==> src/sv/rtmhd_pkg.sv <==
// Shared types, constants and microcode table for the ray/triangle farthest-hit core.
`default_nettype none
package rtmhd_pkg;

    localparam int TRI_DEPTH_DEF = 1024;
    localparam int FRAC_BITS_DEF = 16;
    localparam int TRI_WORDS     = 9;
    localparam int DET_W         = 102;
    localparam int CX_W          = 67;
    localparam int SING_DEN      = 100000000;

    localparam logic CMD_STORE = 1'b0;
    localparam logic CMD_QUERY = 1'b1;

    localparam logic [1:0] VEC_E1  = 2'd0;
    localparam logic [1:0] VEC_E2  = 2'd1;
    localparam logic [1:0] VEC_B   = 2'd2;
    localparam logic [1:0] VEC_DIR = 2'd3;

    localparam logic [6:0] DOT_BASE  = 7'd36;
    localparam logic [6:0] STEP_NORM = 7'd68;
    localparam logic [6:0] STEP_PREP = 7'd69;

    typedef enum logic [3:0] {
        UOP_NOP,
        UOP_CAP,
        UOP_QINIT,
        UOP_LDV,
        UOP_EDGE,
        UOP_TERM,
        UOP_WCX,
        UOP_WDET,
        UOP_NORM,
        UOP_PREP,
        UOP_DIVINIT,
        UOP_DIVSTEP,
        UOP_UPD
    } t_uop_kind;

    typedef struct packed {
        t_uop_kind  kind;
        logic [1:0] va;
        logic [1:0] ca;
        logic       bcx;
        logic [1:0] vb;
        logic [1:0] cb;
        logic [3:0] xi;
        logic       hi;
        logic       neg;
        logic       first;
        logic [3:0] dst;
    } t_uop;

    typedef struct packed {
        logic accept;
        logic sat;
    } t_status;

    // Cross products first (e2 x dir, b x dir, e2 x b), then the four dot products,
    // then sign normalization and the hit-test preparation.
    function automatic t_uop uop_at(input logic [6:0] step);
        t_uop       u;
        logic [3:0] g;
        logic [1:0] k;
        logic [1:0] k1;
        logic [1:0] k2;
        logic [1:0] va;
        logic [1:0] vb;
        logic [1:0] c;
        logic [6:0] s2;
        logic [2:0] ph8;
        logic [3:0] base;
        u    = '0;
        g    = step[5:2];
        s2   = step - DOT_BASE;
        ph8  = s2[2:0];
        k    = 2'd0;
        va   = VEC_E1;
        vb   = VEC_E1;
        base = 4'd0;
        c    = ph8[2:1];
        if (step == STEP_NORM) begin
            u.kind = UOP_NORM;
        end else if (step == STEP_PREP) begin
            u.kind = UOP_PREP;
        end else if (step < DOT_BASE) begin
            case (g)
                4'd0, 4'd1, 4'd2: begin
                    va = VEC_E2;
                    vb = VEC_DIR;
                end
                4'd3, 4'd4, 4'd5: begin
                    va = VEC_B;
                    vb = VEC_DIR;
                end
                default: begin
                    va = VEC_E2;
                    vb = VEC_B;
                end
            endcase
            case (g)
                4'd0, 4'd3, 4'd6: k = 2'd0;
                4'd1, 4'd4, 4'd7: k = 2'd1;
                default:          k = 2'd2;
            endcase
            k1 = (k == 2'd2) ? 2'd0 : k + 2'd1;
            k2 = (k == 2'd0) ? 2'd2 : k - 2'd1;
            case (step[1:0])
                2'd0: begin
                    u.kind  = UOP_TERM;
                    u.va    = va;
                    u.ca    = k1;
                    u.vb    = vb;
                    u.cb    = k2;
                    u.first = 1'b1;
                end
                2'd1: begin
                    u.kind = UOP_TERM;
                    u.va   = va;
                    u.ca   = k2;
                    u.vb   = vb;
                    u.cb   = k1;
                    u.neg  = 1'b1;
                end
                2'd2: u.kind = UOP_NOP;
                default: begin
                    u.kind = UOP_WCX;
                    u.dst  = g;
                end
            endcase
        end else begin
            va = (s2[4:3] == 2'd1) ? VEC_B : VEC_E1;
            case (s2[4:3])
                2'd2:    base = 4'd3;
                2'd3:    base = 4'd6;
                default: base = 4'd0;
            endcase
            if (ph8 < 3'd6) begin
                u.kind  = UOP_TERM;
                u.va    = va;
                u.ca    = c;
                u.bcx   = 1'b1;
                u.xi    = base + {2'b00, c};
                u.hi    = ph8[0];
                u.first = (ph8 == 3'd0);
            end else if (ph8 == 3'd6) begin
                u.kind = UOP_NOP;
            end else begin
                u.kind = UOP_WDET;
                u.dst  = {2'b00, s2[4:3]};
            end
        end
        return u;
    endfunction

endpackage
`default_nettype wire

==> src/sv/rtmhd_ctrl.sv <==
// Controller: sequences store writes, triangle loads, microcode, division and result.
`default_nettype none
module rtmhd_ctrl #(
    parameter int TRI_DEPTH = rtmhd_pkg::TRI_DEPTH_DEF
) (
    input  logic                                              i_clk,
    input  logic                                              i_rst_n,
    input  logic                                              i_start,
    input  logic                                              i_command,
    input  logic [9:0]                                        i_slot,
    input  logic                                              i_cfg_we,
    input  logic [10:0]                                       i_cfg_wdata,
    input  rtmhd_pkg::t_status                                i_status,
    output rtmhd_pkg::t_uop                                   o_cmd,
    output logic                                              o_mem_we,
    output logic                                              o_mem_re,
    output logic [$clog2(rtmhd_pkg::TRI_WORDS*TRI_DEPTH)-1:0] o_mem_addr,
    output logic                                              o_busy,
    output logic                                              o_valid
);
    import rtmhd_pkg::*;

    localparam int AW = $clog2(TRI_WORDS * TRI_DEPTH);

    typedef enum logic [3:0] {
        S_IDLE,
        S_WRITE,
        S_QINIT,
        S_LOAD,
        S_EDGE,
        S_CALC,
        S_DECIDE,
        S_DIV,
        S_UPDATE,
        S_NEXT,
        S_DONE
    } t_state;

    t_state      r_state;
    logic [10:0] r_count;
    logic [10:0] r_lim;
    logic [10:0] r_idx;
    logic [3:0]  r_k;
    logic [6:0]  r_step;
    logic [4:0]  r_div;
    logic        r_busy;
    logic        r_valid;
    logic [10:0] lim_c;

    assign lim_c = (int'(r_count) > TRI_DEPTH) ? 11'(TRI_DEPTH) : r_count;

    always_ff @(posedge i_clk) begin
        if (!i_rst_n) begin
            r_state <= S_IDLE;
            r_count <= '0;
            r_lim   <= '0;
            r_idx   <= '0;
            r_k     <= '0;
            r_step  <= '0;
            r_div   <= '0;
            r_busy  <= 1'b0;
            r_valid <= 1'b0;
        end else begin
            r_valid <= 1'b0;
            if (i_cfg_we) begin
                r_count <= i_cfg_wdata;
            end
            case (r_state)
                S_IDLE: begin
                    if (i_start) begin
                        r_k <= '0;
                        if (i_command == CMD_QUERY) begin
                            r_state <= S_QINIT;
                            r_busy  <= 1'b1;
                        end else if (int'(i_slot) < TRI_DEPTH) begin
                            r_idx   <= {1'b0, i_slot};
                            r_state <= S_WRITE;
                            r_busy  <= 1'b1;
                        end
                    end
                end
                S_WRITE: begin
                    r_k <= r_k + 4'd1;
                    if (r_k == 4'(TRI_WORDS - 1)) begin
                        r_state <= S_IDLE;
                        r_busy  <= 1'b0;
                    end
                end
                S_QINIT: begin
                    r_lim <= lim_c;
                    r_idx <= '0;
                    r_k   <= '0;
                    r_state <= (lim_c == '0) ? S_DONE : S_LOAD;
                end
                S_LOAD: begin
                    r_k <= r_k + 4'd1;
                    if (r_k == 4'(TRI_WORDS)) begin
                        r_state <= S_EDGE;
                    end
                end
                S_EDGE: begin
                    r_step  <= '0;
                    r_state <= S_CALC;
                end
                S_CALC: begin
                    r_step <= r_step + 7'd1;
                    if (r_step == STEP_PREP) begin
                        r_state <= S_DECIDE;
                    end
                end
                S_DECIDE: begin
                    r_div <= '0;
                    if (!i_status.accept) begin
                        r_state <= S_NEXT;
                    end else if (i_status.sat) begin
                        r_state <= S_UPDATE;
                    end else begin
                        r_state <= S_DIV;
                    end
                end
                S_DIV: begin
                    r_div <= r_div + 5'd1;
                    if (r_div == '1) begin
                        r_state <= S_UPDATE;
                    end
                end
                S_UPDATE: begin
                    r_state <= S_NEXT;
                end
                S_NEXT: begin
                    r_k <= '0;
                    if (r_idx + 11'd1 == r_lim) begin
                        r_state <= S_DONE;
                    end else begin
                        r_idx   <= r_idx + 11'd1;
                        r_state <= S_LOAD;
                    end
                end
                S_DONE: begin
                    r_valid <= 1'b1;
                    r_busy  <= 1'b0;
                    r_state <= S_IDLE;
                end
                default: begin
                    r_state <= S_IDLE;
                    r_busy  <= 1'b0;
                end
            endcase
        end
    end

    always_comb begin
        o_cmd      = '0;
        o_mem_we   = 1'b0;
        o_mem_re   = 1'b0;
        o_mem_addr = AW'(int'(r_idx) * TRI_WORDS + int'(r_k));
        case (r_state)
            S_IDLE: begin
                if (i_start) begin
                    o_cmd.kind = UOP_CAP;
                end
            end
            S_WRITE: begin
                o_mem_we  = 1'b1;
                o_cmd.dst = r_k;
            end
            S_QINIT:  o_cmd.kind = UOP_QINIT;
            S_LOAD: begin
                o_mem_re = (r_k < 4'(TRI_WORDS));
                if (r_k != 4'd0) begin
                    o_cmd.kind = UOP_LDV;
                    o_cmd.dst  = r_k - 4'd1;
                end
            end
            S_EDGE:   o_cmd.kind = UOP_EDGE;
            S_CALC:   o_cmd = uop_at(r_step);
            S_DECIDE: o_cmd.kind = UOP_DIVINIT;
            S_DIV:    o_cmd.kind = UOP_DIVSTEP;
            S_UPDATE: o_cmd.kind = UOP_UPD;
            default: begin
            end
        endcase
    end

    assign o_busy  = r_busy;
    assign o_valid = r_valid;

endmodule
`default_nettype wire
==> config.mk <==
export PLATFORM = sky130hd
export DESIGN_NAME = rtmhd_ctrl
export DESIGN_NICKNAME = d
export VERILOG_FILES = /design/src/sv/rtmhd_pkg.sv /design/src/sv/rtmhd_ctrl.sv
export SDC_FILE = /design/constraint.sdc
export NUM_CORES = 1
export LEC_CHECK = 0
export ABC_AREA = 1
export BUFFER_PORTS_ARGS = -buffer_cell sky130_fd_sc_hd__buf_4
export CORE_AREA = 2 2 93 95
export CTS_CLUSTER_SIZE = 30
export DETAILED_ROUTE_END_ITERATION = 6
export DIE_AREA = 0 0 95 97
export GPL_TIMING_DRIVEN = 0
export HOLD_SLACK_MARGIN = 0.12
export PLACE_DENSITY_LB_ADDON = 0.12
export SYNTH_ARGS = -nofsm -noshare
export SYNTH_HDL_FRONTEND = slang
export SYNTH_SLANG_ARGS = --single-unit
==> constraint.sdc <==
create_clock -name i_clk -period 8.65 [get_ports i_clk]
set_clock_uncertainty 0.1 [all_clocks]
set_input_delay 2.595 -clock i_clk [delete_from_list [all_inputs] [get_ports i_clk]]
set_output_delay 2.595 -clock i_clk [all_outputs]
set_load 0.005 [all_outputs]
* After elaboration in Yosys (flattened, before gate mapping) *
Index checks and enable logic that the tools add are counted.

storage, ports and cells
  bits in registers = 55
  logic and storage cells = 156

operators by class
  muxes and demuxes = 70
  equality and inequality tests = 37
  order comparisons = 4
  bitwise gates (word level) = 1
  reduce and logical (&&, ||, !) cells = 24
  add/sub/neg operators = 10
  multipliers = 1

operators by type and width
  operator                                                               number
  4-bit 2-to-1 mux                                                       20
  11-bit 2-to-1 mux                                                      4
  20-bit 2-to-1 mux                                                      2
  4-bit one-hot mux with 10 select lines                                 1
  11-bit one-hot mux with 3 select lines                                 1
  4-bit by 3-bit equality test with 1-bit output, second input constant  8
  4-bit one-hot mux with 8 select lines                                  1
  2-bit 2-to-1 mux                                                       12
  4-bit one-hot mux with 3 select lines                                  2
  4-bit equality test, second input constant                             5
  5-bit 2-to-1 mux                                                       4
  4-bit by 2-bit equality test with 1-bit output, second input constant  4
  16-bit 2-to-1 mux                                                      1
  4-bit one-hot mux with 2 select lines                                  2
  14-bit by 4-bit adder with 14-bit output                               1
  7-bit equality test, second input constant                             2
  11-bit by 4-bit multiplier with 14-bit output, second input constant   1
  2-bit != test, second input constant                                   7
  7-bit one-hot mux with 2 select lines                                  1
  1-bit 2-to-1 mux                                                       12
  3-bit one-hot mux with 2 select lines                                  2
  3-bit OR reduction                                                     4
  11-bit by 1-bit adder with 11-bit output, second input constant        1
  11-bit equality test                                                   1
  other kinds (37)                                                       48

* Longest topological paths before layout *
Gate-level depths: netlist (run 1).

  depth after elaboration = 14
  depth in mapped cells = 17

* Worst setup path before layout (run 1) *
No wires, ideal clock.

  path type = input to output
  from = input port i_start
  to = output port o_cmd[20] (netlist name)
  arrival = 2.761 ns
  path slack = 3.194 ns
  path buffers = 0
  cell stages on the path = 2
  path through = nand2_1 nand4_1

RTL lines
  item         line              source
  from (decl)  rtmhd_ctrl.sv:8   input logic i_start,
  to (decl)    rtmhd_ctrl.sv:14  output rtmhd_pkg::t_uop o_cmd,

==> metrics.yaml, run 1 <==
seq_area_um2: 1100
p_total_uw: 1250
final_area_um2: 5190
row_count: 33
die-area_um2: 9220
antenna_found_initial: 0
synthAdderAreaFrac: 0.144
drive_above_1_share: 0.148
synth_nets: 746
status: "finished clean"
setup_ws_ns: 2.88
grt_max_degree: 21
synth_mux_area_frac: 0
cts.sink_count: 55
synth_cells: 668
critical_path_class: "in2out"
clk_pin_slew_ns: 0.11
grt_usage: 0.259
critPathLaunchType: "primary input"
cts_tree: "done"
cp-end-kind: "primary output"
drv_cap: 0
root_buffer: "clkbuf_8"
fillerInstances: 789
preCtsSetupSlack_ns: 2.88
rsz0062_at_grt: "false"
ys_ff_latch: 55
hp-class: "reg2reg"
dp_hpwl_mm: 9.31
wl_per_cell_um: 13.5
ant_nets: 0
holdPathStages: 2
core_area_um2: 8130
synth_compound_area_frac: 0.185
drc_errors: 0
layout.nets: 822
io-pin-count: 70
hold_buffers: 0
utilization: 0.638
clk_path_buf_depth: 2
cts_buffers: 5
reg2reg_depth: 15
num_antenna_cells: 0
h-tree-depth: 2
die_h_um: 97
gp_congestion: 0.933
drt_iter0_markers: 329
ys_seq_area_frac: 0.248
period_minus_slack_ns: 5.77
cp.arrival_ns: 3.07
powerDensity_nw_per_um2: 241
worstMarginPinSlew_ns: 0.615
yosys.area_share.simple: 0.306
placed_area_um2: 5090
synth_cell_types: 41
start_util: 0.546
finalHoldViolations: 0
required_ns: 5.96
postCtsSetupBuffers: 0
cp_max_fo: 3
grt_pass1_vias: 4301
leakage_uw: 0.00246
max_freq_mhz: 173
insertion_delay_ns: 0.33
gr-total-overflow: 0
grt_pass1_wl_mm: 19.5
synth_area_um2: 4440
multi_input_area_um2: 2960
syn2layout_area_growth_pct: 16.9
drtPass1Iterations: 6
synth_top_family_by_area: "simple AND/OR/NAND/NOR gates"
max_slew_margin: 0.590
vias_per_cell: 5.47
fin_crit_sh: 0.666
setup_tns_ns: 0
synth_xor_xnor_area_share: 0.0315
die_w_um: 95
syn_area_per_cell_um2: 6.65
vias: 4653
port_buffers: 69
ys.warnings.count: 0
cts_resized: 0
max-vdd-ir-drop_v: 0.0000911
drt_wl_total_mm: 11.5
setup-violations-final: 0
slew_violations: 0
-- layout make-up --
cell class	instances	share of cell area
multi-input combinational	516	0.570
sequential	55	0.212
timing repair buffer	69	0.0998
inverter	84	0.0607
tap	105	0.0253
clock buffer	5	0.0133
buffer	13	0.0125
clock inverter	3	0.00603
-- metal layers --
| layer | up-vias | share of wire | global-route usage |
|---|---|---|---|
| li1 | 2384 | - | - |
| met1 | 2146 | 0.47 | 0.347 |
| met2 | 111 | 0.48 | 0.444 |
| met3 | 12 | 0.040 | 0.0312 |
| met4 | 0 | 0.011 | 0.0557 |
| met5 | - | 0 | 0 |
-- path summary, 6_finish.rpt --
path / startpoint / to / slack [ns]
setup / recovery: i_start / o_cmd[20] / 2.88
hold / removal: r_count[5] / r_lim[5] / 0.37
setup reg to reg: r_idx[0] / r_idx[10] / 6.27
hold reg to reg: r_count[5] / r_lim[5] / 0.37
-- cell usage after synthesis --
cell	count	share of area
o21bai_2	1	0.0025
clkbuf_1	8	0.0068
o31ai_1	1	0.0017
a22o_1	1	0.0020
a22oi_1	2	0.0034
nand3_1	41	0.046
o21ai_0	47	0.053
nor4_1	1	0.0014
o221ai_1	2	0.0039
a221oi_1	4	0.0079
buf_2	1	0.0011
xor2_1	11	0.022
nor2_1	93	0.079
a32o_1	3	0.0068
nand2_4	2	0.0051
a32oi_1	1	0.0020
fa_1	2	0.0090
dfxtp_1	55	0.25
buf_4	2	0.0034
o211ai_1	4	0.0068
o21ai_1	5	0.0056
nand2_1	127	0.11
nor3_2	1	0.0023
inv_2	7	0.0059
ha_1	48	0.14
a31oi_1	3	0.0042
nor2_4	4	0.010
clkinv_1	2	0.0017
xnor2_1	5	0.0099
nand4_1	8	0.011
nor3b_1	1	0.0017
a21oi_1	59	0.066
nor2_2	10	0.014
buf_1	1	0.00084
nand2_2	3	0.0042
inv_1	75	0.063
a211oi_1	11	0.019
nand3b_1	10	0.017
buf_6	1	0.0025
nand3_2	1	0.0023
nor3_1	4	0.0045
-- flip-flops by register name, summed over array words and instances (netlist names) --
signal and cells:
r_step 7, o_busy 1, r_div 5, r_idx 11
r_k 4, r_state 4, r_lim 11, r_count 11
o_valid 1
-- stage by stage --
stage,hold WS [ns],std cells
floorplan,0.339,668
global placement,0.354,842
detailed placement,0.354,842
CTS,0.371,850
global route,0.388,850
finish,0.371,850
-- cell families after synthesis --
logic type                 Yosys count
and+or+nand+nor                    306
AOI/OAI and AO/OA                  144
buffers and inverters               97
DFF                                 55
adders and majority gates           50
xor gates and xnor gates            16
-- power by group --
part           switching, µW  internal, µW  total (µW)  leakage, µW
clock                   97.1          61.8         159    0.0000522
sequential              72.9           304         377     0.000450
combinational            401           317         718      0.00196
total                    571           682        1250      0.00246
-- critical path, cell delays in order --
cell and delay [ns]:
buf_4 0.12, nand2_1 0.08, nand4_1 0.11, buf_4 0.17
-- placed cells by master, fill, tap and decap left out, drive strengths merged, types with 5 or more instances in the layout --
cell type,Yosys,layout
a211oi,11,11
xnor2,5,5
o21ai,52,52
nor3,5,5
nand4,8,8
clkbuf,8,13
nor2,107,107
nand3b,10,10
nand2,132,132
xor2,11,11
ha,48,48
nand3,42,42
inv,82,84
dfxtp,55,55
buf,5,74
a21oi,59,59
Note: power is estimated with default switching activity, not from simulation.
==> inputs of run 2 (changes only) <==
--- a/config.mk
+++ b/config.mk
@@ -7,10 +7,10 @@
 export LEC_CHECK = 0
 export ABC_AREA = 1
 export BUFFER_PORTS_ARGS = -buffer_cell sky130_fd_sc_hd__buf_4
-export CORE_AREA = 2 2 93 95
+export CORE_AREA = 2 2 96 98
 export CTS_CLUSTER_SIZE = 30
 export DETAILED_ROUTE_END_ITERATION = 6
-export DIE_AREA = 0 0 95 97
+export DIE_AREA = 0 0 98 100
 export GPL_TIMING_DRIVEN = 0
 export HOLD_SLACK_MARGIN = 0.12
 export PLACE_DENSITY_LB_ADDON = 0.12
==> constraint.sdc (replaced) <==
create_clock -name i_clk -period 4.95 [get_ports i_clk]
set_clock_uncertainty 0.1 [all_clocks]
set_input_delay 1.485 -clock i_clk [delete_from_list [all_inputs] [get_ports i_clk]]
set_output_delay 1.485 -clock i_clk [all_outputs]
set_load 0.005 [all_outputs]
==> metrics.yaml, run 2 (synthesis gave the netlist of run 1 again) <==
status: "finished clean"
powerDensity_nw_per_um2: 427  # +77%
final_common_cell: "nand2_1"
largestRegisters: "r_count x11, r_idx x11, r_lim x11"
reg2reg_to: "r_idx[8]"
drv_cap: 0  # unchanged
drt_iter0_markers: 271  # -18%
postCtsSetupBuffers: 0  # unchanged
h-tree-depth: 2  # unchanged
layout_common_cells: "nand2_1, nor2_1, inv_1"
drive_above_1_share: 0.146  # -0.00134
final_area_um2: 5230  # +0.77%
setup-violations-final: 0  # unchanged
period_minus_slack_ns: 4.59
vias: 4640  # -0.28%
drt_wl_total_mm: 11.4  # -0.96%
hp-class: "reg2reg"
start_util: 0.500  # -0.0464
grt_usage: 0.230  # -0.0290
hold_end: "r_lim[5]"
ff2ff_setup_slack_ns: 2.57  # -3.70 ns
cp_max_fo: 8  # +5
core_area_um2: 8890  # +9.3%
num_antenna_cells: 0  # unchanged
gp_congestion: 0.918  # -1.7%
clk_pin_slew_ns: 0.10  # about the same
die_w_um: 98  # +3.2%
root_buffer: "clkbuf_8"
setup_ws_ns: 0.357  # -2.53 ns
fin_crit_sh: 0.928
grt_pass1_vias: 4388  # +2.0%
cp-end-kind: "primary output"
hold_buffers: 0  # unchanged
required_ns: 3.37  # -2.59 ns
reg2reg_depth: 15  # unchanged
crit_chain: "ha_1 > ha_1 > ha_1 > a21oi_1 > o21ai_0 > a21oi_1 > o21ai_0 > a21oi_1 > nor2_1 > nor2_1 > xnor2_1 > buf_4"
preCtsSetupSlack_ns: 0.710  # -2.17 ns
dp_hpwl_mm: 9.18  # -1.4%
die_h_um: 100  # +3.1%
max_slew_margin: 0.554  # -0.0361
finalHoldViolations: 0  # unchanged
cts_tree: "done"
layout.nets: 822  # unchanged
row_count: 35  # +6.1%
slew_violations: 0  # unchanged
gr-total-overflow: 0  # unchanged
drtPass1Iterations: 4  # -2
cpPeakStageDelay_ns: 0.53  # +0.36 ns
vias_per_cell: 5.42  # -0.98%
setup_tns_ns: 0  # unchanged
cp.arrival_ns: 3.01  # -0.06 ns
insertion_delay_ns: 0.30  # -0.03 ns
max_freq_mhz: 218
antenna_found_initial: 0  # unchanged
worstMarginPinSlew_ns: 0.669  # +0.0542 ns
holdPathStages: 2  # unchanged
wl_per_cell_um: 13.3  # -1.7%
timing.hold.ws_ns: 0.374  # +0.00327 ns
r2r-start: "r_idx[0]"
cts_buffers: 5  # unchanged
critical_path_class: "reg2out"
crit_slowest_cell: "dfxtp_1"
cts_resized: 0  # unchanged
drc_errors: 0  # unchanged
io-pin-count: 70  # unchanged
die-area_um2: 9800  # +6.3%
leakage_uw: 0.00248  # +0.54%
port_buffers: 69  # unchanged
syn2layout_area_growth_pct: 17.8
clk_path_buf_depth: 2  # unchanged
max-vdd-ir-drop_v: 0.000228  # +150%
cts.sink_count: 55  # unchanged
holdCritStartpoint: "r_count[5]"
ant_nets: 0  # unchanged
grt_max_degree: 17  # -19%
rsz0062_at_grt: "false"
grt_pass1_wl_mm: 18.9  # -2.9%
placed_area_um2: 5100  # +0.15%
critPathLaunchType: "flip-flop"
run 2: cell count changes in the layout (fill, tap and decap cells not counted), sizes merged:
cell	change
bufinv	+2
clkbuf	+1
inv	-2
clkinv	-1
run 2: worst max-delay path, delay by kind of cell (launching register included):
family,cells,cell delay [ns]
AO/OA/AOI/OAI,5,0.80
XOR/XNOR,1,0.12
adder cells (fa/ha/maj),3,0.97
buffers and inverters,1,0.12
flip-flops,1,0.53
AND/OR/NAND/NOR,2,0.15
run 2: final cells by class:
class                           instances  area (µm²)
Fill cell                             887        3660
Multi-Input combinational cell        516        2960
Sequential cell                        55        1100
Timing Repair Buffer                   69         518
Inverter                               84         315
Tap cell                              111         139
Clock buffer                            6        72.6
Buffer                                 13        65.1
Clock inverter                          2        60.1
run 2: power by group:
part	internal [µW]	switching (µW)
Sequential	531	130
Combinational	547	679
Clock	202	147
Total	1280	956
run 2: worst max path at each step:
stage	start	endpoint	slack (ns)
after global routing	r_idx[5]	o_mem_addr[12]	0.03
after CTS	r_idx[5]	o_mem_addr[12]	0.36
final	r_idx[5]	o_mem_addr[12]	0.36
after floorplan	r_idx[5]	o_mem_addr[12]	1.09
after detailed placement	r_idx[5]	o_mem_addr[12]	0.71
after global placement	r_idx[5]	o_mem_addr[12]	0.72
run 2: per-layer routing:
layer / up-vias / GRT usage / routed length [µm] / share of wire
li1: 2388 / - / - / -
met1: 2131 / 0.297 / 5170 / 0.45
met2: 105 / 0.413 / 5590 / 0.49
met3: 16 / 0.0258 / 500 / 0.044
met4: 0 / 0.0566 / 127 / 0.011
met5: - / 0 / 0 / 0
run 2: through the flow:
stage           util  instances  power [µW]
6_report       0.588        856        2240
5_1_grt        0.588        856        2450
4_1_cts        0.588        856        2250
3_5_place_dp   0.574        848        1900
3_3_place_gp   0.574        848        1880
2_1_floorplan      -        668        1490
==> inputs of run 3 (changes only) <==
--- a/config.mk
+++ b/config.mk
@@ -7,10 +7,10 @@
 export LEC_CHECK = 0
 export ABC_AREA = 1
 export BUFFER_PORTS_ARGS = -buffer_cell sky130_fd_sc_hd__buf_4
-export CORE_AREA = 2 2 96 98
+export CORE_AREA = 2 2 73 128
 export CTS_CLUSTER_SIZE = 30
 export DETAILED_ROUTE_END_ITERATION = 6
-export DIE_AREA = 0 0 98 100
+export DIE_AREA = 0 0 75 130
 export GPL_TIMING_DRIVEN = 0
 export HOLD_SLACK_MARGIN = 0.12
 export PLACE_DENSITY_LB_ADDON = 0.12
==> constraint.sdc (replaced) <==
create_clock -name i_clk -period 4.95 [get_ports i_clk]
set_clock_uncertainty 0.1 [all_clocks]
set_input_delay 1.485 -clock i_clk [delete_from_list [all_inputs] [get_ports i_clk]]
set_output_delay 1.485 -clock i_clk [all_outputs]
set_load 0.05 [all_outputs]
==> metrics.yaml, run 3 (synthesis gave the netlist of run 1 again) <==
seq_area_um2: 1110  # +0.57%
grt_max_degree: 19  # +2
cp-end-kind: "primary output"
cp_max_fo: 7  # -1
grt_usage: 0.272  # +0.0415
setup-violations-final: 0  # unchanged
gp_congestion: 0.943  # +2.8%
ant_nets: 0  # unchanged
fin_crit_sh: 0.960  # +0.0318
multi_input_area_um2: 2960  # unchanged
die-area_um2: 9750  # -0.51%
status: "finished clean"
fillerInstances: 898  # +1.2%
antenna_found_initial: 0  # unchanged
setup_tns_ns: 0  # unchanged
h-tree-depth: 2  # unchanged
drtPass1Iterations: 4  # unchanged
root_buffer: "clkbuf_16"
cpPeakStageDelay_ns: 0.51  # -0.02 ns
drc_errors: 0  # unchanged
max_freq_mhz: 210  # -3.3%
slew_violations: 0  # unchanged
wl_per_cell_um: 14.7  # +10%
start_util: 0.504  # +0.00476
powerDensity_nw_per_um2: 521  # +22%
finalHoldViolations: 0  # unchanged
row_count: 46  # +31%
gr-total-overflow: 0  # unchanged
rsz0062_at_grt: "false"
drt_wl_total_mm: 12.7  # +12%
core_area_um2: 8810  # -0.94%
crit_chain: "ha_1 > ha_1 > ha_1 > a21oi_1 > nand2_1 > a21oi_1 > o21ai_1 > a21oi_1 > nor2_1 > nor2_1 > xnor2_1 > buf_4"
largestRegisters: "r_count x11, r_idx x11, r_lim x11"
utilization: 0.598  # +0.00930
clk_pin_slew_ns: 0.07  # -0.03 ns
port_buffers: 69  # unchanged
required_ns: 3.37  # about the same
cts_tree: "done"
period_minus_slack_ns: 4.75  # +0.158 ns
io-pin-count: 70  # unchanged
critical_path_class: "reg2out"
vias_per_cell: 5.38  # -0.78%
max_slew_margin: 0.537  # -0.0168
holdCritStartpoint: "r_count[5]"
grt_pass1_wl_mm: 20.4  # +7.7%
drt_iter0_markers: 154  # -43%
worstMarginPinSlew_ns: 0.695  # +0.0252 ns
drive_above_1_share: 0.154  # +0.00805
layout.nets: 822  # unchanged
max-vdd-ir-drop_v: 0.000351  # +54%
crit_path_start: "r_idx[0]"
hp-class: "reg2reg"
critPathLaunchType: "flip-flop"
die_h_um: 130  # +30%
syn2layout_area_growth_pct: 18.5
cts.sink_count: 55  # unchanged
final_common_cell: "nand2_1"
insertion_delay_ns: 0.29  # about the same
layout_common_cells: "nand2_1, nor2_1, inv_1"
clk_path_buf_depth: 2  # unchanged
vias: 4652  # +0.26%
grt_pass1_vias: 4472  # +1.9%
die_w_um: 75  # -23%
drv_cap: 0  # unchanged
dp_hpwl_mm: 10.5  # +14%
num_antenna_cells: 0  # unchanged
r2r-start: "r_idx[0]"
crit_slowest_cell: "dfxtp_1"
cts_buffers: 5  # unchanged
cp.arrival_ns: 3.17  # +0.16 ns
leakage_uw: 0.00249  # +0.40%
run 3: cell count changes in the layout (fill, tap and decap cells not counted):
| cell | change |
|---|---|
| dfxtp_2 | +5 |
| clkinv_4 | +1 |
| clkbuf_1 | -1 |
| inv_6 | +1 |
| clkbuf_8 | -5 |
| bufinv_16 | -2 |
| dfxtp_1 | -5 |
| o21ai_1 | +1 |
| clkbuf_16 | +5 |
| clkinv_2 | +1 |
| o21ai_0 | -1 |
run 3: path summary, 6_finish.rpt:
| kind | end | slack, ns | cells past startpoint |
|---|---|---|---|
| worst max-delay path | o_mem_addr[12] | 0.20 | 12 |
| worst min-delay path | r_lim[5] | 0.37 | 2 |
| worst max register to register | r_idx[7] | 2.57 | 15 |
| worst min register to register | r_lim[5] | 0.37 | 2 |
run 3: worst max-delay path, delay by kind of cell, from the launching register on:
kind / cells / cell delay [ns]
AND/OR/NAND/NOR: 3 / 0.28
flip-flops: 1 / 0.51
adder cells (fa/ha/maj): 3 / 0.92
XOR/XNOR: 1 / 0.14
buffers and inverters: 1 / 0.22
AO/OA/AOI/OAI: 4 / 0.80
run 3: final cells by class:
class / instances / area share
timing repair buffer: 69 / 0.0984
clock inverter: 3 / 0.00428
clock buffer: 5 / 0.0238
inverter: 84 / 0.0599
multi-input combinational: 516 / 0.562
tap: 120 / 0.0285
sequential: 55 / 0.210
buffer: 13 / 0.0124
run 3: through the flow:
| stage | area, µm² | instances | setup slack (ns) | power (µW) | hold WS, ns |
|---|---|---|---|---|---|
| 2_1_floorplan | 4440 | 668 | 0.458 | 1920 | 0.339 |
| 3_5_place_dp | 5110 | 857 | 0.305 | 2380 | 0.350 |
| 6_report | 5260 | 865 | 0.199 | 2740 | 0.365 |
| 3_3_place_gp | 5110 | 857 | 0.434 | 2360 | 0.351 |
| 4_1_cts | 5260 | 865 | 0.0646 | 2750 | 0.367 |
| 5_1_grt | 5260 | 865 | 0.00196 | 2950 | 0.408 |
run 3: power breakdown:
| part | switching (µW) | internal (µW) |
|---|---|---|
| Sequential | 133 | 536 |
| Clock | 166 | 190 |
| Combinational | 1150 | 568 |
run 3: metal layers:
| layer | track usage | share of wire |
|---|---|---|
| met5 | 0 | 0 |
| met1 | 0.258 | 0.35 |
| met3 | 0.0347 | 0.032 |
| met4 | 0.162 | 0.057 |
| met2 | 0.525 | 0.56 |
run 3: timing repair:
action | CTS | global route
setup endpoints to repair | 1 | 1
hold buffers | 0 | 0
setup buffers | 0 | 0
gates resized for setup | 1 | 5
